<file path="config.mk">
export PLATFORM = sky130hd
export DESIGN_NAME = button_press_classifier
export DESIGN_NICKNAME = d
export VERILOG_FILES = /design/src/hdl/bpc_pkg.sv /design/src/hdl/bpc_front.sv /design/src/hdl/bpc_queue.sv /design/src/hdl/bpc_back.sv /design/src/hdl/button_press_classifier.sv
export SDC_FILE = /design/constraint.sdc
export NUM_CORES = 1
export LEC_CHECK = 0
export BUFFER_PORTS_ARGS = -buffer_cell sky130_fd_sc_hd__clkbuf_2
export CAP_MARGIN = 30
export CORE_MARGIN = 8
export CORE_UTILIZATION = 35
export CTS_CLUSTER_SIZE = 20
export DETAILED_ROUTE_END_ITERATION = 7
export SLEW_MARGIN = 40
export SYNTH_ARGS = -nofsm -noshare
export SYNTH_HDL_FRONTEND = slang
export SYNTH_SLANG_ARGS = --single-unit
</file>
<file path="constraint.sdc">
create_clock -name clk_i -period 2.7 [get_ports clk_i]
set_input_delay 0.54 -clock clk_i [delete_from_list [all_inputs] [get_ports clk_i]]
set_output_delay 0.54 -clock clk_i [all_outputs]
set_load 0.02 [all_outputs]
</file>
<file path="src/hdl/bpc_pkg.sv">
// Shared types and constants for the button press classifier.
package bpc_pkg;

  localparam int BUTTONS = 3;
  localparam int BtnW    = 2;
  localparam int CntW    = 16;
  localparam int CfgW    = 16;
  localparam int CfgIdxW = 1;

  localparam logic [CntW-1:0] DebounceReset = 16'd100;
  localparam logic [CntW-1:0] LongReset     = 16'd3000;

  // result queue between front and back
  localparam int QDepth = 2;
  localparam int QPtrW  = $clog2(QDepth);
  localparam int QCntW  = $clog2(QDepth + 1);

  typedef enum logic [2:0] {
    PH_IDLE      = 3'd0,
    PH_PRESS_DEB = 3'd1,
    PH_LONG_WAIT = 3'd2,
    PH_HELD      = 3'd3,
    PH_QUIET     = 3'd4
  } phase_e;

  typedef enum logic [1:0] {
    ACT_SHORT      = 2'd0,
    ACT_LONG       = 2'd1,
    ACT_HOLD_SHORT = 2'd2
  } act_e;

  typedef enum logic {
    CMD_EDGE = 1'b0,
    CMD_TICK = 1'b1
  } cmd_e;

  typedef enum logic [CfgIdxW-1:0] {
    CFG_DEBOUNCE = 1'b0,
    CFG_LONG     = 1'b1
  } cfg_idx_e;

  typedef struct packed {
    logic            cmd;
    logic [BtnW-1:0] button;
    logic            pressed;
  } in_item_t;

  typedef struct packed {
    logic [BtnW-1:0] which_button;
    logic [1:0]      action;
    logic            last;
  } out_item_t;

  // All results of one item: one slot per button, in button order.
  typedef struct packed {
    logic [BUTTONS-1:0] hit;
    act_e [BUTTONS-1:0] act;
  } bundle_t;

endpackage

</file>
<file path="src/hdl/bpc_front.sv">
// Front end: per-button phase machines, timers and config registers.
module bpc_front
  import bpc_pkg::*;
(
  input  logic               clk_i,
  input  logic               rst_ni,
  input  logic               in_valid_i,
  output logic               in_ready_o,
  input  in_item_t           in_data_i,
  input  logic               cfg_we_i,
  input  logic [CfgIdxW-1:0] cfg_idx_i,
  input  logic [CfgW-1:0]    cfg_data_i,
  input  logic               q_full_i,
  output logic               push_o,
  output bundle_t            push_data_o
);

  phase_e            phase_q [BUTTONS];
  phase_e            phase_d [BUTTONS];
  logic [CntW-1:0]   cnt_q   [BUTTONS];
  logic [CntW-1:0]   cnt_d   [BUTTONS];
  logic [BUTTONS-1:0] level_q, level_d;
  logic [BUTTONS-1:0] run_q, run_d;
  logic [CntW-1:0]   deb_q, long_q;
  logic              in_fire;
  bundle_t           bundle;

  assign in_ready_o = !q_full_i;
  assign in_fire    = in_valid_i && in_ready_o;

  always_ff @(posedge clk_i or negedge rst_ni) begin
    if (!rst_ni) begin
      deb_q  <= DebounceReset;
      long_q <= LongReset;
    end else if (cfg_we_i) begin
      case (cfg_idx_i)
        CFG_DEBOUNCE: deb_q  <= cfg_data_i;
        CFG_LONG:     long_q <= cfg_data_i;
        default: ;
      endcase
    end
  end

  always_comb begin
    phase_d = phase_q;
    cnt_d   = cnt_q;
    level_d = level_q;
    run_d   = run_q;
    bundle  = '0;
    if (in_fire) begin
      if (in_data_i.cmd == CMD_TICK) begin
        for (int b = 0; b < BUTTONS; b++) begin
          if (run_q[b]) begin
            if (cnt_q[b] > CntW'(1)) begin
              cnt_d[b] = cnt_q[b] - CntW'(1);
            end else begin
              cnt_d[b] = '0;
              run_d[b] = 1'b0;
              case (phase_q[b])
                PH_PRESS_DEB: begin
                  bundle.hit[b] = 1'b1;
                  run_d[b]      = 1'b1;
                  if (level_q[b]) begin
                    cnt_d[b]      = long_q;
                    phase_d[b]    = PH_LONG_WAIT;
                    bundle.act[b] = ACT_HOLD_SHORT;
                  end else begin
                    cnt_d[b]      = deb_q;
                    phase_d[b]    = PH_QUIET;
                    bundle.act[b] = ACT_SHORT;
                  end
                end
                PH_LONG_WAIT: begin
                  bundle.hit[b] = 1'b1;
                  if (level_q[b]) begin
                    phase_d[b]    = PH_HELD;
                    bundle.act[b] = ACT_LONG;
                  end else begin
                    run_d[b]      = 1'b1;
                    cnt_d[b]      = deb_q;
                    phase_d[b]    = PH_QUIET;
                    bundle.act[b] = ACT_SHORT;
                  end
                end
                PH_QUIET: phase_d[b] = PH_IDLE;
                default: ;
              endcase
            end
          end
        end
      end else begin
        // edges for indexes past the last button match no slot
        for (int b = 0; b < BUTTONS; b++) begin
          if (in_data_i.button == BtnW'(b)) begin
            level_d[b] = in_data_i.pressed;
            case (phase_q[b])
              PH_PRESS_DEB, PH_QUIET: ;
              PH_LONG_WAIT: begin
                if (!in_data_i.pressed) begin
                  cnt_d[b]      = deb_q;
                  run_d[b]      = 1'b1;
                  phase_d[b]    = PH_QUIET;
                  bundle.hit[b] = 1'b1;
                  bundle.act[b] = ACT_SHORT;
                end
              end
              PH_HELD: begin
                if (!in_data_i.pressed) begin
                  cnt_d[b]   = deb_q;
                  run_d[b]   = 1'b1;
                  phase_d[b] = PH_QUIET;
                end
              end
              default: begin
                phase_d[b] = PH_IDLE;
                if (in_data_i.pressed) begin
                  cnt_d[b]   = deb_q;
                  run_d[b]   = 1'b1;
                  phase_d[b] = PH_PRESS_DEB;
                end
              end
            endcase
          end
        end
      end
    end
  end

  always_ff @(posedge clk_i or negedge rst_ni) begin
    if (!rst_ni) begin
      for (int b = 0; b < BUTTONS; b++) begin
        phase_q[b] <= PH_IDLE;
        cnt_q[b]   <= '0;
      end
      level_q <= '0;
      run_q   <= '0;
    end else begin
      phase_q <= phase_d;
      cnt_q   <= cnt_d;
      level_q <= level_d;
      run_q   <= run_d;
    end
  end

  assign push_o      = in_fire && (|bundle.hit);
  assign push_data_o = bundle;

`ifndef SYNTHESIS
  a_edge_one_result: assert property (@(posedge clk_i) disable iff (!rst_ni)
    in_fire && (in_data_i.cmd == CMD_EDGE) |-> $countones(bundle.hit) <= 1)
    else $error("edge beat produced more than one result");
  a_tick_idle_quiet: assert property (@(posedge clk_i) disable iff (!rst_ni)
    in_fire && (in_data_i.cmd == CMD_TICK) && (run_q == '0) |-> !push_o)
    else $error("tick with no running timer produced a result");
`endif

endmodule

</file>
<file path="src/hdl/bpc_queue.sv">
// Small FIFO of result bundles between front and back.
module bpc_queue
  import bpc_pkg::*;
(
  input  logic    clk_i,
  input  logic    rst_ni,
  input  logic    push_i,
  input  bundle_t push_data_i,
  input  logic    pop_i,
  output bundle_t pop_data_o,
  output logic    full_o,
  output logic    empty_o
);

  bundle_t          mem_q [QDepth];
  logic [QPtrW-1:0] wr_ptr_q, rd_ptr_q;
  logic [QCntW-1:0] cnt_q;

  assign full_o     = (cnt_q == QCntW'(QDepth));
  assign empty_o    = (cnt_q == '0);
  assign pop_data_o = mem_q[rd_ptr_q];

  always_ff @(posedge clk_i) begin
    if (push_i) begin
      mem_q[wr_ptr_q] <= push_data_i;
    end
  end

  // depth is a power of two, so pointers wrap on their own
  always_ff @(posedge clk_i or negedge rst_ni) begin
    if (!rst_ni) begin
      wr_ptr_q <= '0;
      rd_ptr_q <= '0;
      cnt_q    <= '0;
    end else begin
      if (push_i) wr_ptr_q <= wr_ptr_q + QPtrW'(1);
      if (pop_i)  rd_ptr_q <= rd_ptr_q + QPtrW'(1);
      case ({push_i, pop_i})
        2'b10:   cnt_q <= cnt_q + QCntW'(1);
        2'b01:   cnt_q <= cnt_q - QCntW'(1);
        default: ;
      endcase
    end
  end

`ifndef SYNTHESIS
  a_no_overflow: assert property (@(posedge clk_i) disable iff (!rst_ni)
    push_i |-> !full_o)
    else $error("push into full queue");
  a_no_underflow: assert property (@(posedge clk_i) disable iff (!rst_ni)
    pop_i |-> !empty_o)
    else $error("pop from empty queue");
`endif

endmodule

</file>
<file path="src/hdl/bpc_back.sv">
// Back end: unpacks one bundle into result beats, lowest button first.
module bpc_back
  import bpc_pkg::*;
(
  input  logic      clk_i,
  input  logic      rst_ni,
  input  logic      q_empty_i,
  input  bundle_t   q_data_i,
  output logic      pop_o,
  output logic      out_valid_o,
  input  logic      out_ready_i,
  output out_item_t out_data_o
);

  logic [BUTTONS-1:0] pend_q, pend_d;
  act_e [BUTTONS-1:0] act_q;
  logic [BUTTONS-1:0] first_oh, rest;
  logic [BtnW-1:0]    first_idx;
  logic               out_fire;

  always_comb begin
    first_oh  = '0;
    first_idx = '0;
    for (int b = BUTTONS - 1; b >= 0; b--) begin
      if (pend_q[b]) begin
        first_oh  = '0;
        first_oh[b] = 1'b1;
        first_idx = BtnW'(b);
      end
    end
  end

  assign rest        = pend_q & ~first_oh;
  assign out_valid_o = |pend_q;
  assign out_fire    = out_valid_o && out_ready_i;

  assign out_data_o.which_button = first_idx;
  assign out_data_o.action       = act_q[first_idx];
  assign out_data_o.last         = (rest == '0);

  always_comb begin
    pend_d = out_fire ? rest : pend_q;
    pop_o  = (pend_d == '0) && !q_empty_i;
    if (pop_o) pend_d = q_data_i.hit;
  end

  always_ff @(posedge clk_i or negedge rst_ni) begin
    if (!rst_ni) begin
      pend_q <= '0;
    end else begin
      pend_q <= pend_d;
    end
  end

  always_ff @(posedge clk_i) begin
    if (pop_o) act_q <= q_data_i.act;
  end

`ifndef SYNTHESIS
  a_more_follows: assert property (@(posedge clk_i) disable iff (!rst_ni)
    out_fire && !out_data_o.last |=> out_valid_o)
    else $error("bundle dropped before its last beat");
`endif

endmodule

</file>
<file path="src/hdl/button_press_classifier.sv">
// Top level of the three-button short/long press classifier.
//
//  channel | direction | handshake             | payload
//  --------+-----------+-----------------------+---------------------------------
//  in      | in        | in_valid_i/in_ready_o | in_data_i  (cmd, button, pressed)
//  out     | out       | out_valid_o/out_ready_i| out_data_o (which_button, action, last)
//  cfg     | in        | cfg_we_i              | cfg_idx_i, cfg_data_i
//
// The front takes one input beat per cycle while in_ready_o is high and
// updates the affected button state in that cycle. A beat that yields results pushes
// one bundle into a two-entry queue; the back drains a bundle at one result
// beat per cycle while out_ready_i is high. in_ready_o drops only while the
// queue is full. Reset clears all phases, levels and timers and loads the
// default debounce (100) and long-press (3000) periods.
module button_press_classifier
  import bpc_pkg::*;
(
  input  logic               clk_i,
  input  logic               rst_ni,
  input  logic               in_valid_i,
  output logic               in_ready_o,
  input  in_item_t           in_data_i,
  output logic               out_valid_o,
  input  logic               out_ready_i,
  output out_item_t          out_data_o,
  input  logic               cfg_we_i,
  input  logic [CfgIdxW-1:0] cfg_idx_i,
  input  logic [CfgW-1:0]    cfg_data_i
);

  logic    push, pop, q_full, q_empty;
  bundle_t push_data, pop_data;

  // front: classification and timers
  bpc_front u_front (
    .clk_i       (clk_i),
    .rst_ni      (rst_ni),
    .in_valid_i  (in_valid_i),
    .in_ready_o  (in_ready_o),
    .in_data_i   (in_data_i),
    .cfg_we_i    (cfg_we_i),
    .cfg_idx_i   (cfg_idx_i),
    .cfg_data_i  (cfg_data_i),
    .q_full_i    (q_full),
    .push_o      (push),
    .push_data_o (push_data)
  );

  // decouples the front from output back-pressure
  bpc_queue u_queue (
    .clk_i       (clk_i),
    .rst_ni      (rst_ni),
    .push_i      (push),
    .push_data_i (push_data),
    .pop_i       (pop),
    .pop_data_o  (pop_data),
    .full_o      (q_full),
    .empty_o     (q_empty)
  );

  // back: one result beat per cycle while out_ready_i is high, last flag on the final one
  bpc_back u_back (
    .clk_i       (clk_i),
    .rst_ni      (rst_ni),
    .q_empty_i   (q_empty),
    .q_data_i    (pop_data),
    .pop_o       (pop),
    .out_valid_o (out_valid_o),
    .out_ready_i (out_ready_i),
    .out_data_o  (out_data_o)
  );

endmodule

</file>
After elaboration in Yosys (flattened, before gate mapping)
Memory sizes are Yosys's and may differ from the RTL's.
Index checks and enable logic that the tools add are counted.
{ "totals": {"memories": 1, "reg_bits": 108, "in_bits": 26, "ramBits": 18} }
{ "memory_table": {"columns": ["name", "words", "width", "rd", "rd_ports_with_merged_regs", "write_ports", "line_no", "text"], "rows": [
  ["u_queue.mem_q", 2, 9, 1, 0, 1, "bpc_queue.sv:15", "bundle_t mem_q [QDepth];"]
]} }
{ "op_classes": {"order_cmp": 4, "muxes": 115, "n_reduce_logical": 42, "add_sub_neg": 7, "eq_ne": 32, "n_bitwise": 4} }
{ "op_table": {"columns": ["op", "count"], "rows": [
  ["two-way mux 16 bit", 17],
  ["case mux 16 bit (2 select lines)", 6],
  ["two-way mux 3 bit", 22],
  ["greater-than comparator 16 x 1 -> 1 bit (second input constant)", 3],
  ["two-way mux 48 bit", 1],
  ["subtractor 16 x 1 -> 16 bit (second input constant)", 3],
  ["two-way mux 1 bit", 36],
  ["two-way mux 9 bit", 3],
  ["case mux 3 bit (3 select lines)", 3],
  ["two-way mux 2 bit", 13],
  ["AND reduction 7 bit", 3],
  ["== test 3 x 2 -> 1 bit (second input constant)", 6],
  ["case mux 3 bit (2 select lines)", 3],
  ["AND reduction 6 bit", 3],
  ["OR reduction 2 bit", 9],
  ["case mux 2 bit (2 select lines)", 4],
  ["AND reduction 5 bit", 3],
  ["inequality test 2 bit (second input constant)", 6],
  ["inequality test 4 x 1 -> 1 bit (second input constant)", 3],
  ["case mux 1 bit (2 select lines)", 6],
  ["== test 3 x 1 -> 1 bit (second input constant)", 3],
  ["== test 3 bit (second input constant)", 3],
  ["inequality test 3 x 2 -> 1 bit (second input constant)", 3],
  ["AND reduction 3 bit", 3],
  ["19 further kinds", 39]
]} }

Logic depth before layout (Yosys ltp)
Gate-level depths: netlist of run 1.
{ "depth": {"depth_word": 11, "ltp_mapped": 11, "mapped_depth_nobuf": 11} }

Modules after synthesis
A second synthesis of run 1 with hierarchy kept.
{ "unflattened": {"hier_cells": 887, "area_unflattened_um2": 7987.7} }
{ "by_module_without_submodules": {"columns": ["mod", "instances", "seq_area_each_um2", "area_each_um2", "cells_each"], "rows": [
  ["bpc_front", 1, 2389.8, 6667.6, 796],
  ["bpc_queue", 1, 640.6, 833.3, 44],
  ["bpc_back", 1, 255.2, 486.7, 47]
]} }

Worst setup path before layout of run 1
OpenSTA, ideal clock, no wires.
{ "synth_path": {"path_type": "flip-flop to flip-flop", "startpoint": "register u_front.cnt_q[27] in the netlist's numbering", "endpoint": "memory u_queue.mem_q[1][0] in the netlist's numbering (enable)", "period_less_slack_ns": 2.705, "setup_ns": 0.375, "setup_slack_ns": -0.005, "stages_incl_launch_ff": 7, "required_ns": 2.325, "arrival_ns": 2.330, "cell_sequence": "dfrtp_1 > or4_1 > nor4_1 > nand2_1 > o31ai_1 > nor3_1 > nor2b_1"} }
{ "synth_rtl": {"columns": ["item", "line_no", "text"], "rows": [
  ["start: declaration", "bpc_front.sv:20", "logic [CntW-1:0] cnt_q [BUTTONS];"],
  ["start signal: assignment", "bpc_front.sv:139", "cnt_q <= cnt_d;"],
  ["end: declaration", "bpc_queue.sv:15", null]
]} }

Worst setup path in the final report of run 1
{ "layout_path": {"startpoint": "register u_front.cnt_q[26] in the netlist's numbering", "endpoint": "register u_front.cnt_q[19] in the netlist's numbering"} }
{ "layout_between": {"elab_chain_len": 4} }
{ "layout_rtl": {"columns": ["item", "line_no", "text"], "rows": [
  ["greater-than comparator 16 x 1 -> 1 bit", "bpc_front.sv:54", "if (cnt_q[b] > CntW'(1)) begin"],
  ["two-way mux 16 bit", "bpc_front.sv:54", null],
  ["two-way mux 16 bit", "bpc_front.sv:53", "if (run_q[b]) begin"],
  ["two-way mux 48 bit", "bpc_front.sv:51", "if (in_data_i.cmd == CMD_TICK) begin"]
]} }
Every way passes these cells. The select of a mux whose other input is x is not followed.
A chain may end at the register's enable or synchronous reset.

==> metrics.md, run 1 <==
| Metric | Value |
|---|---|
| Max VDD drop | 500 uV |
| Area fraction of the dominant cell type after synthesis | 28.5% |
| Compound-Gate Fraction of Synth Area | 21.0% |
| Routed length on met1 | 11000 um |
| Overall Global Routing Usage | 16.8% |
| I/O Buffers | 32 |
| Initial DRT Pass Iterations | 5 |
| Worst skew pair latency | 0.43 ns |
| Height of the die | 168 um |
| Register bit total from synthesis | 126 |
| Seq/Total Area, Yosys | 40.6% |
| Crit path capture type | flip-flop |
| Worst path required time | 3.01 ns |
| Fin crit share | 94.3% |
| Largest family of logic cells by synthesized area | compound AO/OA/AOI/OAI gates |
| Hold/Removal Path Class | input port to asynchronous set/reset pin |
| Net Sw Frac | 38.4% |
| WL met3 | 1290 um |
| Final Hold Vio Count | 0 |
| Root buffer cell | clkbuf_16 |
| XOR/XNOR share of the synthesized area | 4.76% |
| Synthesized net count | 929 |
| Unique masters post-synth | 74 |
| Setup_tns | 0 ns |
| Clk slew on worst S/H paths | 0.06 ns |
| Multi-input logic area | 4500 um2 |
| Die Wd | 168 um |
| Syn Std Cell Area | 8090 um2 |
| Pwr dens | 922 nW/um2 |
| Detail Route met2 WL | 10900 um |
| Fmax | 0.393 GHz |
| Routed length per placed instance | 19.0 um |
| Vias | 7113 |
| Setup WS pre-CTS | 0.0431 ns |
| Area of the core | 22600 um2 |
| HPWL Detailed | 16800 um |
| Row count | 55 |
| Post-cts hold buffer count | 0 |
| First-pass GRT wire length | 38100 um |
| Post-synth EDFFs | 24 |
| Max-slew violation count | 0 |
| Placer Congestion | 0.899 |
| Vias in the first global route | 6895 |
| Final nets | 969 |
| Syn_area_per_cell | 9.03 um2 |
| Area growth syn-to-layout | 17.1% |
| Share of flip-flops with an asynchronous set or reset | 81.0% |
| Synth Area in Simple Gates | 17.6% |
| Gate Count Post-Synth | 896 |
| H-tree lvl count | 4 |
| Multiplexer area fraction after synthesis | 10.4% |
| Final worst slack | 0.154 ns |
| Yosys top cell by area | dfrtp_1 |
| Antenna Nets Post-Route | 0 |
| Leak | 3.86 nW |
| Max-Cap Viols | 0 |
| Internal power | 5.38 mW |
| # DRC | 0 |
| Yosys warnings | 0 |
| 1st-iter DRT viols | 717 |
| CTS tree | built |
| Status | finished, final reports clean |
| Final wirelength | 23500 um |
| Predominant post-synthesis flop cell | dfrtp_1 |
| Max clock buf depth | 2 |
| Largest net degree at the start of global routing | 57 |
| CP Class | flip-flop to flip-flop |
| CTS buffer count | 17 |
| CP Data Arrival Time | 2.85 ns |
| Top area cells in the synthesized netlist | dfrtp_1, edfxtp_1, mux2_2 |
| Crit path launch type | flip-flop |
| Max Used Layer | met4 |
| Initial Util | 35.7% |
| Fillers | 2206 |
| Clk sink count | 126 |
| Worst slew pin tran | 0.789 ns |
| Post-CTS sizing | 0 |
| Final min period | 2.55 ns |
| Adder-Cell Fraction of Synth Area | 1.21% |
| Full die area | 28200 um2 |
| Final setup viols | 0 |
| Register area | 3290 um2 |
| Total grt overflow | 0 |
| Slew HR | 47.3% |
| Combinational share of power | 35.0% |
| Diode count | 0 |
| Initial antenna violation count | 0 |
| Post-CTS setup buffer count | 0 |
| Worst Path Max Fanout | 9 |
| Sequential share of power | 36.2% |
| Layout cells sized above 1 | 20.4% |
| Psw | 3.35 mW |
| Top-level I/O count | 33 |
| Worst clock skew | 0.00711 ns |
| Avg Vias per Cell | 5.76 |
| Clock share of power | 28.8% |
metrics by stage:
stage               util (%)  power, mW  hold slack, ns  area [um2]  cells
global route            41.8       9.23           0.166        9470   1234
CTS                     41.7       8.73           0.134        9430   1234
detailed placement      38.9       6.18           0.480        8800   1202
floorplan                  -       5.25           0.244        8090    896
finish                  41.8       8.73           0.134        9470   1234
global placement        38.9       6.14           0.478        8800   1202
flip-flops by register name, summed over array words and instances, names as in the netlist:
| signal | cells |
|---|---|
| u_back.act_q | 6 |
| u_back.pend_q | 3 |
| u_front.cnt_q | 48 |
| u_front.deb_q | 16 |
| u_front.level_q | 3 |
| u_front.long_q | 16 |
| u_front.phase_q | 9 |
| u_front.run_q | 3 |
| u_queue.cnt_q | 2 |
| u_queue.mem_q | 18 |
| u_queue.rd_ptr_q | 1 |
| u_queue.wr_ptr_q | 1 |
critical path, cell delays in order (launching register included):
cell and delay [ns]:
dfrtp_1 0.41, or4_1 0.58, or4_1 0.54, nor2_1 0.26
buf_4 0.21, a21oi_1 0.06, a211oi_1 0.25, o31ai_1 0.11
cell families (layout without fill, tap and decap cells):
family | Yosys count | in the layout
buf+inv | 87 | 140
mux | 79 | 79
flops | 126 | 126
xor+xnor | 44 | 44
simple gates | 283 | 283
compound gates | 269 | 269
fa+ha+maj | 8 | 8
per-layer routing:
layer,vias up,global-route usage [%]
li1,3386,-
met1,3464,23.2
met2,237,26.4
met3,26,2.69
met4,0,5.36
met5,-,0
cells in the final DEF, fill, tap and decap left out, types with 28 or more instances in the layout:
master,n
mux2_2,38
nand2_1,58
o31ai_1,28
nor3_1,28
mux2i_1,40
clkbuf_2,31
dfrtp_1,92
o21ai_0,74
buf_4,54
a21oi_1,74
nor2_1,97
power groups by stage:
stage               Sequential [mW]  Clock (mW)  Combinational (mW)
CTS                            3.14        2.55                3.05
detailed placement             3.17           0                3.02
global route                   3.23        2.62                3.37
finish                         3.16        2.51                3.06
floorplan                      2.82           0                2.43
global placement               3.16           0                2.98
cell type report:
class | instances | area share [%]
repair buffers | 88 | 6.55
clock inverters | 15 | 2.22
multi-input cells | 683 | 47.5
well taps | 285 | 3.76
clock buffers | 17 | 4.49
flip-flops and latches | 126 | 34.7
inverters | 20 | 0.793
cell usage after synthesis (all sizes together), types with 3 or more instances:
cell type  count
ha             7
inv           20
nor4          13
nor2b          9
and3           5
a211oi         5
nand3         13
nand2b         9
and2           3
o21a           3
or4            9
buf           13
nand4         10
mux2i         40
a22oi          3
nor3b          5
xor2          22
o22ai         13
dfstp         10
nor3          32
a21oi         75
o31ai         30
nand2         59
o21ai         76
or2            3
nor2          97
edfxtp        24
xnor2         22
mux2          39
o211ai        11
a311oi         3
a31oi          4
dfrtp         92
clkbuf        54
a22o          16
or3            9
a221oi         7
path summary, 6_finish.rpt:
| check | start | to | slack, ns | cells after the start |
|---|---|---|---|---|
| worst max-delay path | u_front.cnt_q[26]$_DFFE_PN0P_ | u_front.cnt_q[19]$_DFFE_PN0P_ | 0.15 | 7 |
| worst max register to register | u_front.cnt_q[26]$_DFFE_PN0P_ | u_front.cnt_q[19]$_DFFE_PN0P_ | 0.15 | 7 |
| worst min-delay path | rst_ni | u_front.deb_q[8]$_DFFE_PN0P_ | 0.13 | 1 |
| min in group clk_i | cfg_data_i[4] | u_front.deb_q[4]$_DFFE_PN0P_ | 0.35 | 3 |
| max in group asynchronous | rst_ni | u_queue.cnt_q[0]$_DFFE_PN0P_ | 1.87 | 2 |
| worst min register to register | u_queue.wr_ptr_q$_DFFE_PN0P_ | u_queue.wr_ptr_q$_DFFE_PN0P_ | 0.49 | 1 |
Power figures use the tool's default switching activity.
==> inputs of run 2 (changes only) <==
- ABC_AREA: not set -> 1
==> metrics.md, run 2 <==
| Metric | Value |
|---|---|
| Layout cells sized above 1 | 13.9% (-6.6 points) |
| Final nets | 1347 (+39%) |
| Synth cell count leaders | nand2_1, nor2_1, nand3_1 |
| CTS buffer count | 17 (unchanged) |
| CP Cell Sequence | inv_1 -> ha_1 -> nor2_1 -> nor2_1 -> nand4_1 -> nand2_1 -> nor2_1 -> nand2_2 -> inv_2 -> ha_1 -> a21oi_1 -> o21ai_0 -> xnor2_1 |
| Fillers | 2679 (+21%) |
| Final worst slack | 0.290 ns (+0.136 ns) |
| Final min period | 2.41 ns (-0.136 ns) |
| Largest net degree at the start of global routing | 48 (-16%) |
| Buf/Inv on CP | 2 (+1) |
| Overall Global Routing Usage | 17.7% (+0.92 points) |
| Clk slew on worst S/H paths | 0.07 ns (about the same) |
| Final setup viols | 0 (unchanged) |
| Pwr dens | 1020 nW/um2 (+10%) |
| RSZ-0062 raised after global routing | false |
| Worst path required time | 3.02 ns (about the same) |
| Predominant post-synthesis flop cell | dfrtp_1 |
| Initial DRT Pass Iterations | 5 (unchanged) |
| Setup WS pre-CTS | 0.281 ns (+0.238 ns) |
| # DRC | 0 (unchanged) |
| Worst clock skew | 0.0123 ns (+0.00519 ns) |
| Total grt overflow | 0 (unchanged) |
| Top-level I/O count | 33 (unchanged) |
| Vias | 8430 (+19%) |
| Routed length per placed instance | 16.0 um (-16%) |
| 1st-iter DRT viols | 769 (+7.3%) |
| Initial antenna violation count | 0 (unchanged) |
| Setup_tns | 0 ns (unchanged) |
| Most frequent CP cell | nor2_1 |
| Die Wd | 174 um (+3.8%) |
| Net Sw Frac | 46.3% (+7.9 points) |
| HPWL Detailed | 19400 um (+15%) |
| Seq/Total Area, Yosys | 37.4% (-3.2 points) |
| Unique masters post-synth | 44 (-41%) |
| Synthesized net count | 1330 (+43%) |
| Max FFs per register | 48 (unchanged) |
| Fin crit share | 89.3% (-5.0 points) |
| Combinational share of power | 42.3% (+7.3 points) |
| Share of flip-flops with an asynchronous set or reset | 81.0% (unchanged) |
| Commonest non-fill, non-tap cell in the layout | nand2_1 |
| Crit path capture type | flip-flop |
| Area of the core | 24900 um2 (+9.9%) |
| Psw | 4.60 mW (+37%) |
| Clk sink count | 126 (unchanged) |
| CP Data Arrival Time | 2.73 ns (-0.12 ns) |
| WHS | 0.0692 ns (-0.0643 ns) |
| Full die area | 30400 um2 (+7.8%) |
| Height of the die | 174 um (+3.8%) |
| Placer Congestion | 0.894 (-0.56%) |
| Max-Cap Viols | 0 (unchanged) |
| Area growth syn-to-layout | 11.2% |
| Vias in the first global route | 8242 (+20%) |
| Largest Register | u_front.cnt_q |
| Max VDD drop | 441 uV (-12%) |
| Diode count | 0 (unchanged) |
| Clock share of power | 23.9% (-4.9 points) |
| Row count | 58 (+5.5%) |
| CP Class | flip-flop to flip-flop |
| Internal power | 5.34 mW (-0.75%) |
| Final wirelength | 26500 um (+13%) |
| Post-CTS sizing | 0 (unchanged) |
| Top area cells in the synthesized netlist | dfrtp_1, nand2_1, nor2_1 |
| Slowest stage delay, CP | 0.43 ns (-0.15 ns) |
| Most common cell in the synthesized netlist | nand2_1 |
| Avg Vias per Cell | 5.09 (-12%) |
| Worst Path Max Fanout | 5 (-4) |
| Register bit total from synthesis | 126 (unchanged) |
| Leading cell types in the layout, fill and taps excluded | nand2_1, nor2_1, nand3_1 |
| Antenna Nets Post-Route | 0 (unchanged) |
| Max clock buf depth | 2 (unchanged) |
| I/O Buffers | 32 (unchanged) |
| Yosys warnings | 0 (unchanged) |
| H-tree lvl count | 4 (unchanged) |
| CP top delay family | simple AND/OR/NAND/NOR gates |
| Syn Std Cell Area | 8790 um2 (+8.6%) |
| Yosys top cell by area | dfrtp_1 |
| Post-cts hold buffer count | 0 (unchanged) |
| CP max stage cell | dfrtp_1 |
| Root buffer cell | clkbuf_16 |
| Area fraction of the dominant cell type after synthesis | 26.2% (-2.3 points) |
| Gate Count Post-Synth | 1297 (+45%) |
| Post-CTS setup buffer count | 0 (unchanged) |
| Worst slew pin tran | 0.695 ns (-0.0942 ns) |
| Leak | 4.65 nW (+21%) |
| Worst skew pair latency | 0.43 ns (about the same) |
| Crit path launch type | flip-flop |
| Final Hold Vio Count | 0 (unchanged) |
| Status | finished, final reports clean |
| CTS tree | built |
| Fmax | 0.415 GHz (+5.6%) |
| Slew HR | 53.6% (+6.4 points) |
| Hold/Removal Path Class | input port to asynchronous set/reset pin |
| Largest regs | u_front.cnt_q: 48 flops, u_queue.mem_q: 18 flops |
| First-pass GRT wire length | 43700 um (+15%) |
| Max-slew violation count | 0 (unchanged) |
| Post-synth EDFFs | 24 (unchanged) |
| Syn_area_per_cell | 6.78 um2 (-25%) |
| Sequential share of power | 33.9% (-2.3 points) |
| Initial Util | 35.3% (-0.42 points) |
run 2: cell types whose count changed after synthesis, sizes merged, moves of 30 or more:
cell    change
clkbuf     -39
inv        +99
mux2       -39
mux2i      -39
nand2     +362
nand3     +131
nor2      +128
o31ai      -30
run 2: per-stage QoR:
stage	util (%)	instance area, um2	std cells	power, mW
after global placement	36.9	9180	1625	7.50
after floorplan	-	8790	1297	6.48
final	39.3	9780	1657	9.94
after detailed placement	36.9	9180	1625	7.54
after global routing	39.3	9780	1657	10.7
after CTS	39.3	9780	1657	9.93
run 2: worst reg2reg max path, stage by stage, from the launching register on:
cell and delay, ns:
dfrtp_1 0.43, inv_1 0.14, ha_1 0.23, nor2_1 0.06
nor2_1 0.29, nand4_1 0.13, nand2_1 0.15, nor2_1 0.08
nand2_2 0.07, inv_2 0.04, ha_1 0.31, a21oi_1 0.11
o21ai_0 0.11, xnor2_1 0.14
run 2: cells by family after synthesis:
kind of cell | count (synthesis) | synth area share [%]
AO/OA/AOI/OAI | 152 | 10.0
buffers and inverters | 170 | 8.74
XOR/XNOR | 22 | 2.19
adder cells (fa/ha/maj) | 7 | 0.996
AND/OR/NAND/NOR | 819 | 40.5
multiplexers | 1 | 0.114
flip-flops | 126 | 37.4
run 2: worst paths after layout:
kind                            depth (start not counted)  slack [ns]                          start                            end
worst min register to register                          2        0.48   u_front.run_q[1]$_DFFE_PN0P_   u_front.run_q[1]$_DFFE_PN0P_
min in group clk_i                                      3        0.32                  cfg_data_i[6]   u_front.deb_q[6]$_DFFE_PN1P_
worst max-delay path                                   13        0.29  u_front.cnt_q[16]$_DFFE_PN0P_   u_queue.cnt_q[1]$_DFFE_PN0P_
max in group asynchronous                               2        1.88                         rst_ni  u_front.cnt_q[44]$_DFFE_PN0P_
worst min-delay path                                    1        0.07                         rst_ni   u_front.cnt_q[4]$_DFFE_PN0P_
worst max register to register                         13        0.29  u_front.cnt_q[16]$_DFFE_PN0P_   u_queue.cnt_q[1]$_DFFE_PN0P_
run 2: area by class of cell:
cell class	instances	area (um2)	area share [%]
Multi-Input combinational cell	1001	4740	48.5
Sequential cell	126	3290	33.6
Inverter	123	470	4.81
Clock buffer	17	425	4.35
Tap cell	330	413	4.22
Timing Repair Buffer	45	273	2.79
Clock inverter	15	169	1.73
run 2: power by group through the flow:
stage	Sequential, mW	Clock, mW	Combinational (mW)
after floorplan	3.13	0	3.35
after global placement	3.36	0	4.14
after detailed placement	3.37	0	4.17
after CTS	3.35	2.40	4.19
after global routing	3.45	2.47	4.77
final	3.37	2.37	4.20
run 2: per-layer routing:
layer  track usage [%]  share of wire (%)  wire, um
met2              27.3                 45     11900
met3              3.49                5.7      1500
met1              24.0                 47     12400
met5                 0                  0         0
met4              6.73                2.9       767
==> inputs of run 3 (changes only) <==
--- a/config.mk
+++ b/config.mk
@@ -10,2 +10,3 @@
 export CAP_MARGIN = 30
+export CORE_ASPECT_RATIO = 0.7
 export CORE_MARGIN = 8
==> constraint.sdc (replaced) <==
create_clock -name clk_i -period 2.7 [get_ports clk_i]
set_input_delay 0.675 -clock clk_i [delete_from_list [all_inputs] [get_ports clk_i]]
set_output_delay 0.675 -clock clk_i [all_outputs]
set_load 0.02 [all_outputs]
==> metrics.md, run 3 (synthesis gave the netlist of run 2 again) <==
| Metric | Value |
|---|---|
| Max VDD drop | 538 uV (+22%) |
| Worst clock skew | 0.00750 ns (-0.00481 ns) |
| 1st-iter DRT viols | 910 (+18%) |
| Commonest non-fill, non-tap cell in the layout | nand2_1 |
| Grt met1 use | 28.0% (+4.0 points) |
| Initial Util | 35.6% (+0.30 points) |
| Pwr dens | 1030 nW/um2 (+1.4%) |
| First-pass GRT wire length | 43300 um (-0.93%) |
| Initial antenna violation count | 0 (unchanged) |
| CP Class | flip-flop to output pin |
| Routed length per placed instance | 16.2 um (+1.3%) |
| Post-CTS setup buffer count | 0 (unchanged) |
| Crit path from | u_back.pend_q[0]$_DFF_PN0_ |
| Placer Congestion | 0.887 (-0.75%) |
| Slew HR | 53.8% (+0.14 points) |
| Crit path launch type | flip-flop |
| Layout cells sized above 1 | 14.4% (+0.58 points) |
| Full die area | 30500 um2 (+0.27%) |
| Final Hold Vio Count | 0 (unchanged) |
| Largest regs | u_front.cnt_q: 48 flops, u_queue.mem_q: 18 flops |
| Avg Vias per Cell | 5.13 (+0.86%) |
| Worst path required time | 2.03 ns (-0.99 ns) |
| # DRC | 0 (unchanged) |
| Hold/Removal Path Class | input port to asynchronous set/reset pin |
| Largest Register | u_front.cnt_q |
| Initial DRT Pass Iterations | 6 (+1) |
| Final setup viols | 0 (unchanged) |
| Worst slew pin tran | 0.693 ns (-0.00207 ns) |
| Area of the core | 24700 um2 (-0.83%) |
| Overall Global Routing Usage | 18.0% (+0.34 points) |
| Die Wd | 205 um (+18%) |
| Max FFs per register | 48 (unchanged) |
| Root buffer cell | clkbuf_16 |
| Post-cts hold buffer count | 0 (unchanged) |
| Clk slew on worst S/H paths | 0.06 ns (about the same) |
| Worst Path Max Fanout | 4 (-1) |
| Final Non-Filler Cells | 1661 (+0.24%) |
| Vias in the first global route | 7738 (-6.1%) |
| Fillers | 2555 (-4.6%) |
| Status | finished, final reports clean |
| Antenna Nets Post-Route | 0 (unchanged) |
| Busiest grt layer | met1 |
| Leak | 4.72 nW (+1.5%) |
| H-tree lvl count | 4 (unchanged) |
| Area growth syn-to-layout | 12.5% |
| Register area | 3290 um2 (unchanged) |
| Largest net degree at the start of global routing | 53 (+10%) |
| Final min period | 2.43 ns (+0.0188 ns) |
| Leading cell types in the layout, fill and taps excluded | nand2_1, nor2_1, nand3_1 |
| Top-level I/O count | 33 (unchanged) |
| Post-CTS sizing | 0 (unchanged) |
| Worst skew pair latency | 0.43 ns (about the same) |
| Fin crit share | 90.0% (+0.70 points) |
| Multi-input logic area | 4740 um2 (unchanged) |
| Reg-to-Reg Start | u_front.cnt_q[16]$_DFFE_PN0P_ |
| Row count | 48 (-17%) |
| Total grt overflow | 0 (unchanged) |
| Height of the die | 149 um (-15%) |
| GRT met2 Usage | 23.3% (-4.0 points) |
| Max clock buf depth | 2 (unchanged) |
| HPWL Detailed | 20200 um (+3.9%) |
| Setup_tns | 0 ns (unchanged) |
| Dpl cells | 1629 (+0.25%) |
| Final wirelength | 26900 um (+1.6%) |
| Max-Cap Viols | 0 (unchanged) |
| I/O Buffers | 32 (unchanged) |
| CTS tree | built |
| Met3 Usage GRT | 5.09% (+1.6 points) |
| CP Data Arrival Time | 1.75 ns (-0.98 ns) |
| Fmax | 0.412 GHz (-0.78%) |
| Diode count | 0 (unchanged) |
| Final nets | 1356 (+0.67%) |
| Clk sink count | 126 (unchanged) |
| Max-slew violation count | 0 (unchanged) |
| CTS buffer count | 17 (unchanged) |
| RSZ-0062 raised after global routing | false |
| Crit path capture type | output pin |
| Vias | 8523 (+1.1%) |
-- run 3: cell count changes in the layout (fill, tap and decap cells not counted), sizes merged --
cell | before | now
clkinv | 6 | 8
inv | 128 | 123
clkbuf | 48 | 49
clkinvlp | 3 | 2
bufinv | 1 | 4
buf | 14 | 23
-- run 3: final cells by class --
type                            count  share of cell area, %
Timing Repair Buffer               54                   3.44
Clock inverter                     14                   2.08
Inverter                          123                   4.76
Multi-Input combinational cell   1001                   47.9
Clock buffer                       18                   4.44
Tap cell                          325                   4.11
Sequential cell                   126                   33.2
-- run 3: report_power, final --
group	switching [mW]	total [mW]	internal, mW	leakage (nW)
registers	0.814	3.41	2.59	1.39
logic	2.79	4.24	1.45	3.03
clock network	0.956	2.54	1.59	0.308
total	4.56	10.2	5.63	4.72
-- run 3: worst max-delay path, cell delays in order (launching register included) --
cell and delay (ns):
dfrtp_1 0.41, nor2_1 0.21, inv_1 0.08, nor2_1 0.22
inv_1 0.08, o21ai_0 0.07, o21ai_0 0.09, clkbuf_2 0.16
-- run 3: worst paths after layout --
| path | slack, ns | endpoint | depth (start not counted) |
|---|---|---|---|
| max reg2reg | 0.37 | u_queue.cnt_q[1]$_DFFE_PN0P_ | 13 |
| max | 0.27 | out_data_o[1] | 7 |
| min reg2reg | 0.50 | u_front.run_q[1]$_DFFE_PN0P_ | 2 |
| min in group clk_i | 0.46 | u_front.deb_q[2]$_DFFE_PN1P_ | 3 |
| min | 0.1 | u_front.cnt_q[4]$_DFFE_PN0P_ | 1 |
| max in group asynchronous | 2.00 | u_front.cnt_q[26]$_DFFE_PN0P_ | 2 |
-- run 3: per-layer routing --
metal	vias to the layer above	share of wire [%]	wire, um
li1	4189	-	-
met3	30	9.9	2670
met5	-	0	0
met4	0	1.7	469
met2	350	38	10300
met1	3954	50	13500
-- run 3: stage by stage --
stage / instance area [um2] / hold WS [ns] / utilization, % / power (mW) / setup WS [ns]
6_report: 9890 / 0.0954 / 40.1 / 10.2 / 0.271
5_1_grt: 9890 / 0.0839 / 40.1 / 10.9 / 0.0205
4_1_cts: 9890 / 0.0785 / 40.1 / 10.2 / 0.211
3_5_place_dp: 9240 / 0.481 / 37.4 / 7.59 / 0.240
3_3_place_gp: 9240 / 0.487 / 37.4 / 7.53 / 0.266
2_1_floorplan: 8790 / 0.379 / - / 6.48 / 0.545
